$ cat config.mk
export PLATFORM = sky130hd
export DESIGN_NAME = policy_masked_broadcast_field_parser
export DESIGN_NICKNAME = d
export VERILOG_FILES = /design/src/hw/rtl/pmbfp_pkg.sv /design/src/hw/rtl/policy_masked_broadcast_field_parser.sv
export SDC_FILE = /design/constraint.sdc
export NUM_CORES = 1
export LEC_CHECK = 0
export BUFFER_PORTS_ARGS = -buffer_cell sky130_fd_sc_hd__buf_2
export CAP_MARGIN = 5
export CORE_UTILIZATION = 53
export DETAILED_ROUTE_END_ITERATION = 6
export PLACE_DENSITY = 0.73
export SETUP_SLACK_MARGIN = 0.5
export SYNTH_ARGS = -nofsm -noshare
export SYNTH_HDL_FRONTEND = slang
export SYNTH_SLANG_ARGS = --single-unit
$ cat constraint.sdc
create_clock -name aclk -period 13.7 [get_ports aclk]
set_clock_uncertainty 0.1 [all_clocks]
set_input_delay 0.685 -clock aclk [delete_from_list [all_inputs] [get_ports aclk]]
set_output_delay 0.685 -clock aclk [all_outputs]
set_load 0.005 [all_outputs]
$ cat src/hw/rtl/pmbfp_pkg.sv
package pmbfp_pkg;

    // Field layout of the broadcast packet
    localparam int FIELD_COUNT  = 25;
    localparam int FIELD_W      = 5;
    localparam int HEADER_BYTES = 4;
    localparam int HDR_W        = 3;

    localparam logic [HDR_W-1:0]   HDR_MAGIC_POS = 3'd2;
    localparam logic [HDR_W-1:0]   HDR_BOARD_POS = 3'd3;
    localparam logic [HDR_W-1:0]   HDR_DONE      = 3'd4;
    localparam logic [7:0]         MAGIC_BYTE    = 8'hBB;
    localparam logic [FIELD_W-1:0] FIELD_NONE    = 5'd25;

    // Configuration register indexes
    localparam int CFG_IDX_W = 1;
    localparam logic [CFG_IDX_W-1:0] CFG_MAIN_POLICY  = 1'd0;
    localparam logic [CFG_IDX_W-1:0] CFG_EXTRA_POLICY = 1'd1;
    localparam int CFG_DATA_W = 12;
    localparam int MAIN_W     = 11;
    localparam int EXTRA_W    = 12;

    // Bit f set: field f is four bytes long (others are two)
    localparam logic [FIELD_COUNT-1:0] FIELD_WIDE =
        (25'd1 << 0)  | (25'd1 << 4)  | (25'd1 << 5)  | (25'd1 << 6)  |
        (25'd1 << 7)  | (25'd1 << 13) | (25'd1 << 14) | (25'd1 << 15) |
        (25'd1 << 16) | (25'd1 << 19) | (25'd1 << 20);

    // Bit f set: two-byte field f is sign extended
    localparam logic [FIELD_COUNT-1:0] FIELD_SIGNED =
        (25'd1 << 1)  | (25'd1 << 2)  | (25'd1 << 11) | (25'd1 << 12) |
        (25'd1 << 22) | (25'd1 << 23) | (25'd1 << 24);

    // Result item
    typedef struct packed {
        logic [31:0]        value;
        logic [FIELD_W-1:0] field_id;
        logic [7:0]         board;
    } result_t;

    localparam int S_DATA_W = 8;
    localparam int M_DATA_W = 48;

endpackage

$ cat src/hw/rtl/policy_masked_broadcast_field_parser.sv
// Motor board broadcast field parser.
// s_ channel: one packet byte per request, s_tdata[7:0] = byte_value, s_tlast
// marks the final byte of the packet. Byte 2 must be 0xBB or the packet is
// ignored, byte 3 is the board number, and from byte 4 on the two policy
// masks pick little-endian fields of 2 or 4 bytes.
// m_ channel: one request per completed field, m_tdata = board [7:0],
// field_id [12:8], value [44:13], zeros above.
// cfg channel: index 0 writes main_policy, index 1 extra_policy; cfg_ready is
// always high. Write only while no packet is in flight.
// Throughput: one byte per cycle while s_tready is high, set by the combinational
// field search and byte merge between the input handshake and the output register.
// A completed field is loaded into the output register when its last byte is accepted.
// When the receiver stalls, one further result is held in a skid register;
// s_tready drops only while that skid register is full.
// Reset (aresetn low, synchronous) clears both policies, the packet state
// and the valid flags of the output and skid registers.
module policy_masked_broadcast_field_parser
    import pmbfp_pkg::*;
(
    input  logic                  aclk,
    input  logic                  aresetn,
    input  logic                  s_tvalid,
    output logic                  s_tready,
    input  logic [S_DATA_W-1:0]   s_tdata,   // [7:0] byte_value
    input  logic                  s_tlast,   // last_byte
    output logic                  m_tvalid,
    input  logic                  m_tready,
    output logic [M_DATA_W-1:0]   m_tdata,   // [7:0] board, [12:8] field_id, [44:13] value
    input  logic                  cfg_valid,
    output logic                  cfg_ready,
    input  logic [CFG_IDX_W-1:0]  cfg_index,
    input  logic [CFG_DATA_W-1:0] cfg_data
);

    logic [MAIN_W-1:0]  main_policy_reg;
    logic [EXTRA_W-1:0] extra_policy_reg;

    logic [HDR_W-1:0]   header_pos_reg, header_pos_next;
    logic               accepted_reg, accepted_next;
    logic [7:0]         board_reg, board_next;
    logic [FIELD_W-1:0] cur_field_reg, cur_field_next;
    logic [1:0]         byte_idx_reg, byte_idx_next;
    logic [23:0]        acc_reg, acc_next;

    logic    out_valid_reg, skid_valid_reg;
    result_t out_reg, skid_reg;

    logic                   in_fire;
    logic [7:0]             in_byte;
    logic [FIELD_COUNT-1:0] enabled;
    logic [FIELD_COUNT-1:0] candidates;
    logic [FIELD_W-1:0]     found;
    logic [FIELD_W-1:0]     sel_field;
    logic                   res_valid;
    result_t                res;
    logic                   field_done;
    logic [15:0]            short_val;

    assign cfg_ready = 1'b1;
    assign s_tready  = !skid_valid_reg;
    assign in_fire   = s_tvalid && s_tready;
    assign in_byte   = s_tdata[7:0];
    assign m_tvalid  = out_valid_reg;
    assign m_tdata   = {{(M_DATA_W - $bits(result_t)){1'b0}}, out_reg};

    // Latch policy registers
    always_ff @(posedge aclk) begin
        if (!aresetn) begin
            main_policy_reg  <= '0;
            extra_policy_reg <= '0;
        end else if (cfg_valid && cfg_ready) begin
            case (cfg_index)
                CFG_MAIN_POLICY:  main_policy_reg  <= cfg_data[MAIN_W-1:0];
                CFG_EXTRA_POLICY: extra_policy_reg <= cfg_data[EXTRA_W-1:0];
                default: ;
            endcase
        end
    end

    // Build the field enable mask and keep fields at or after the current one
    assign enabled = {extra_policy_reg,
                      {4{main_policy_reg[9] & main_policy_reg[10]}},
                      main_policy_reg[8:0]};
    assign candidates = enabled & ({FIELD_COUNT{1'b1}} << cur_field_reg);

    // Find the lowest enabled field
    always_comb begin
        found = FIELD_NONE;
        for (int i = FIELD_COUNT - 1; i >= 0; i--) begin
            if (candidates[i]) begin
                found = FIELD_W'(i);
            end
        end
    end

    assign sel_field = (byte_idx_reg == 2'd0) ? found : cur_field_reg;

    // Advance header, merge bytes and form the result
    always_comb begin
        header_pos_next = header_pos_reg;
        accepted_next   = accepted_reg;
        board_next      = board_reg;
        cur_field_next  = cur_field_reg;
        byte_idx_next   = byte_idx_reg;
        acc_next        = acc_reg;
        res_valid       = 1'b0;
        field_done      = 1'b0;
        short_val       = {in_byte, acc_reg[7:0]};
        res.board       = board_reg;
        res.field_id    = sel_field;
        res.value       = '0;

        if (sel_field != FIELD_NONE) begin
            if (FIELD_WIDE[sel_field]) begin
                field_done = (byte_idx_reg == 2'd3);
                res.value  = {in_byte, acc_reg};
            end else begin
                field_done = (byte_idx_reg != 2'd0);
                res.value  = {{16{FIELD_SIGNED[sel_field] & short_val[15]}}, short_val};
            end
        end

        if (in_fire) begin
            if (header_pos_reg != HDR_DONE) begin
                if (header_pos_reg == HDR_MAGIC_POS) begin
                    accepted_next = (in_byte == MAGIC_BYTE);
                end else if (header_pos_reg == HDR_BOARD_POS) begin
                    board_next = in_byte;
                end
                header_pos_next = header_pos_reg + 3'd1;
            end else if (accepted_reg) begin
                cur_field_next = sel_field;
                if (sel_field != FIELD_NONE) begin
                    if (field_done) begin
                        res_valid      = 1'b1;
                        cur_field_next = sel_field + 5'd1;
                        byte_idx_next  = 2'd0;
                        acc_next       = '0;
                    end else begin
                        acc_next      = acc_reg | (24'(in_byte) << {byte_idx_reg, 3'b000});
                        byte_idx_next = byte_idx_reg + 2'd1;
                    end
                end
            end

            // Drop all packet state after the final byte
            if (s_tlast) begin
                header_pos_next = '0;
                accepted_next   = 1'b0;
                board_next      = '0;
                cur_field_next  = '0;
                byte_idx_next   = '0;
                acc_next        = '0;
            end
        end
    end

    // Hold packet state
    always_ff @(posedge aclk) begin
        if (!aresetn) begin
            header_pos_reg <= '0;
            accepted_reg   <= 1'b0;
            board_reg      <= '0;
            cur_field_reg  <= '0;
            byte_idx_reg   <= '0;
            acc_reg        <= '0;
        end else begin
            header_pos_reg <= header_pos_next;
            accepted_reg   <= accepted_next;
            board_reg      <= board_next;
            cur_field_reg  <= cur_field_next;
            byte_idx_reg   <= byte_idx_next;
            acc_reg        <= acc_next;
        end
    end

    // Output register with skid stage
    always_ff @(posedge aclk) begin
        if (!aresetn) begin
            out_valid_reg  <= 1'b0;
            skid_valid_reg <= 1'b0;
        end else if (m_tready || !out_valid_reg) begin
            if (skid_valid_reg) begin
                out_valid_reg  <= 1'b1;
                skid_valid_reg <= 1'b0;
            end else begin
                out_valid_reg <= res_valid;
            end
        end else if (res_valid) begin
            skid_valid_reg <= 1'b1;
        end
    end

    always_ff @(posedge aclk) begin
        if (m_tready || !out_valid_reg) begin
            if (skid_valid_reg) begin
                out_reg <= skid_reg;
            end else if (res_valid) begin
                out_reg <= res;
            end
        end else if (res_valid) begin
            skid_reg <= res;
        end
    end

    // A held skid result implies the output register is full
    assert property (@(posedge aclk) disable iff (!aresetn)
        skid_valid_reg |-> out_valid_reg)
        else $error("skid holds a result while output is empty");

    // Field pointer never passes the end marker
    assert property (@(posedge aclk) disable iff (!aresetn)
        cur_field_reg <= FIELD_NONE)
        else $error("current field out of range");

    // Partial fields exist only inside an accepted packet body
    assert property (@(posedge aclk) disable iff (!aresetn)
        (byte_idx_reg != 2'd0) |-> (accepted_reg && header_pos_reg == HDR_DONE))
        else $error("field bytes collected outside accepted packet");

    // The final byte returns the parser to the start of a packet
    assert property (@(posedge aclk) disable iff (!aresetn)
        (in_fire && s_tlast) |=> (header_pos_reg == '0 && byte_idx_reg == 2'd0))
        else $error("packet state not cleared after last byte");

endmodule
==> impl.org <==
** Logic synthesis
- The top cell type by area accounts for 36.70% of the synthesized area.
- Summed over all instances, the cell type with the most area after synthesis is edfxtp_1.
- The share of the Yosys chip area taken by registers is 55.18%.
- Top post-synthesis cells by area :: edfxtp_1 (37%), dfxtp_1 (18%), nand2_1 (5.7%)
- For this run, the number of Yosys warnings is 0.
- After synthesis, the share of flip-flops with an asynchronous set or reset is 0%.
- Number of library cell types mapped by synthesis :: 74
- Number of standard cells after synthesis :: approximately 700
- The average instance in the mapped netlist occupies 10.72 um2.
- Number of enable flip-flop cells after synthesis :: 90
- Register bit count reported by yosys :: 158
- Most frequently used flop master after synthesis :: edfxtp_1
- Cell area after synthesis :: 7365 um2

** Cells and area
- Most common cell after layout, fill and taps aside :: nand2_1
- The post-route netlist has 19.50% of its cells at a drive strength greater than 1.
- The top cell types in the final layout, fill and taps aside, are nand2_1 (112), edfxtp_1 (90), buf_2 (73).
- Layout net count :: 777
- The area growth from synthesis to layout is 14.25%.
- The layout has approximately 1100 filler cells.
- Number of inserted diodes :: 0

** Clocking
- The clock passes through at most 2 buffers.
- Root Driver :: clkbuf_16
- Number of sinks on the clock net :: between 150 and 200
- Insertion delay of the later-clocked pin in the worst-skew pair :: 0.42 ns
- In this run, CTS created clock tree buffers numbering 17.
- Clock-pin slew was measured on the worst setup and hold paths at 0.06 ns.
- H-tree depth reported by CTS :: 4
- TritonCTS clock tree :: done
- Post-CTS setup buffer count :: 0
- Cts-stage hold buffer count :: 0
- After clock tree synthesis, the repair step resized 0 gates.

** Detailed routing
- Wire length reported by the detailed router :: approximately 17000 um
- The count of nets left with antenna violations once routing finished came out at 0.
- DRC Markers :: 0
- For this run, the detailed router's first-pass iteration total came to 6.
- Dividing the detail-routed wire length by the instance count gives 18.12 um.
- In this run, the number of DRC markers left after iteration 0 of detailed routing was 724.
- Vias :: 5541
- Number of vias per cell :: a little under 6

** Placement
- At the end of routability-driven placement, the weighted congestion stood at ~0.87.
- Post-Place Setup Slack :: just under 9 ns
- Half-perimeter wire length after placement :: 11260 um
- The count of buffers added on input and output ports is 73.

** Power and ir drop
- The analysis attributes to cell leakage a power of around 0.0031 uW.
- The worst-case IR drop observed on VDD is 0.00008760 V.
- Sequential share of power :: 42.2%
- Sw power :: 348.5 uW
- Cell area power density :: 151.1 nW/um2
- Net switching is 27.41% of the power.
- Comb pwr share :: approximately 19%
- The share of total power dissipated in the clock network is 39.2%.
- The internal portion of the total power is 923.1 uW.

** Timing
- After layout, the worst path uses 35.84% of the clock period.
- Based on the critical path, the design can be clocked at up to about 200 MHz.
- Least-Margin Pin Slew :: roughly 1.1 ns
- RSZ-0062 raised after global routing :: false
- In this run the tightest slew margin relative to its limit is between 20% and 30%.
- The hold violation count in the final report was 0.
- Minimum clock period after layout :: 4.910 ns
- The final-report max-slew violation count is 0.
- Endpoints failing setup :: 0
- Setup TNS :: 0 ns
- Setup ws final :: 8.790 ns

** Global routing
- For this run, global-route usage on met1 was measured as between 30% and 40%.
- Global router's overall resource usage :: between 20 and 30%
- GRT met2 Usage :: 38.98%
- The initial antenna violation count came to 0.
- Number of global-route vias before repair :: 5360
- The first global-routing pass estimated around 28000 um of wire.
- Total congestion overflow after global routing :: 0
- Entering global routing, the biggest net connects 47 pins.
- Met3 demand-to-capacity share in global routing :: 4.990%
- Grt peak-use layer :: met2

** Setup path
- STA classifies the critical path startpoint as a flip-flop.
- Arrival time reported for the critical path endpoint :: a little under 5 ns
- Maximum fanout along the worst path :: 45
- STA classifies the critical path endpoint as a flip-flop.
- CP Class :: reg2reg
- Data on the critical path is required at its endpoint by 13.65 ns.

** Floorplanning
- Starting density of the core :: ~55%
- Row generation in the floorplan step produced 42 rows.
- Die height :: ~120 um
- 78 I/O pins were placed.
- The die covers approximately 14000 um2.
- Horizontal die dimension :: 119.9 um
- Core area :: between 10000 and 15000 um2

** Job
- Max-cap violations :: 0

** Min path
- Tightest Hold Check Type :: reg2reg

** Outcome
- The run finished with clean final reports.
==> power groups by stage <==
stage	logic, uW	clock network [uW]	registers [uW]
after detailed placement	229	0	547
after global routing	260	527	538
after floorplan	182	0	541
after global placement	222	0	546
after CTS	233	504	537
final	236	499	537
==> cells in the mapped netlist (all sizes together) (3+ instances only) <==
cell    number
nand4b       3
and3         7
buf         22
inv         15
nor2b       12
o21ai       33
dfxtp       68
a22o        29
a211oi       7
nand2      113
clkbuf      23
o211ai       4
mux2        20
a21oi       26
and2        15
nor3b        3
o31ai       13
nor3         6
o21a         3
ha           9
nand4        7
xnor2        3
mux2i       13
edfxtp      90
nand2b       3
a21boi      38
nand3       21
nor2        35
a31oi        6
or3          3
==> stage by stage <==
stage	total power, uW	hold WS, ns	utilization, %	area, um2	std cells
after floorplan	722.9	0.3261	-	7372	689
after global placement	768.8	0.3372	58.10	7785	898
after detailed placement	776.0	0.3445	58.10	7785	898
after CTS	1274	0.3587	62.79	8414	930
after global routing	1325	0.3742	62.79	8414	930
final	1272	0.3548	62.79	8414	930
==> logic make-up (layout without fill, tap and decap cells) <==
family	count (synthesis)	in the layout	share of synthesized area, %
xor+xnor	4	4	0.4758
flops	158	158	55.18
fa+ha+maj	9	9	1.529
buf+inv	61	126	3.958
mux	33	33	4.825
other cells	2	4	0.1020
compound gates	184	184	18.74
simple gates	236	236	15.19
==> final timing paths <==
path,depth (start not counted),end,startpoint,slack (ns)
setup reg to reg,14,m_tdata[14],cur_field_reg[1],8.79
hold / removal,0,skid_reg[5],board_reg[5],0.35
setup / recovery,14,m_tdata[14],cur_field_reg[1],8.79
hold reg to reg,0,skid_reg[5],board_reg[5],0.35
==> area by class of cell <==
| cell class | instances | area, um2 | area share, % |
|---|---|---|---|
| flip-flops and latches | 158 | 4064 | 48.30 |
| multi-input cells | 470 | 3038 | 36.10 |
| clock buffers | 20 | 446.7 | 5.309 |
| repair buffers | 78 | 402.9 | 4.788 |
| well taps | 176 | 220.2 | 2.617 |
| clock inverters | 12 | 182.7 | 2.171 |
| inverters | 16 | 60.06 | 0.7138 |
==> worst max-delay path: stages (launching register included) <==
cell      delay, ns
dfxtp_1        0.76
nor2_1         0.25
o211a_1        0.34
o311ai_0       0.33
a31oi_1        0.17
or2_2          0.36
ha_1           0.28
inv_1          0.14
nand3_1        0.08
a31oi_1        0.23
o311a_1        0.33
or2_1          0.25
a41oi_1        0.25
nor2_4         0.13
buf_4          0.48
==> routing by layer <==
| layer | part of all wire, % | wire length, um |
|---|---|---|
| met1 | 45 | 7523 |
| met4 | 2.1 | 348 |
| met3 | 6.5 | 1089 |
| met5 | 0 | 0 |
| met2 | 47 | 7889 |
No activity file was read; power rests on OpenSTA's default activity.
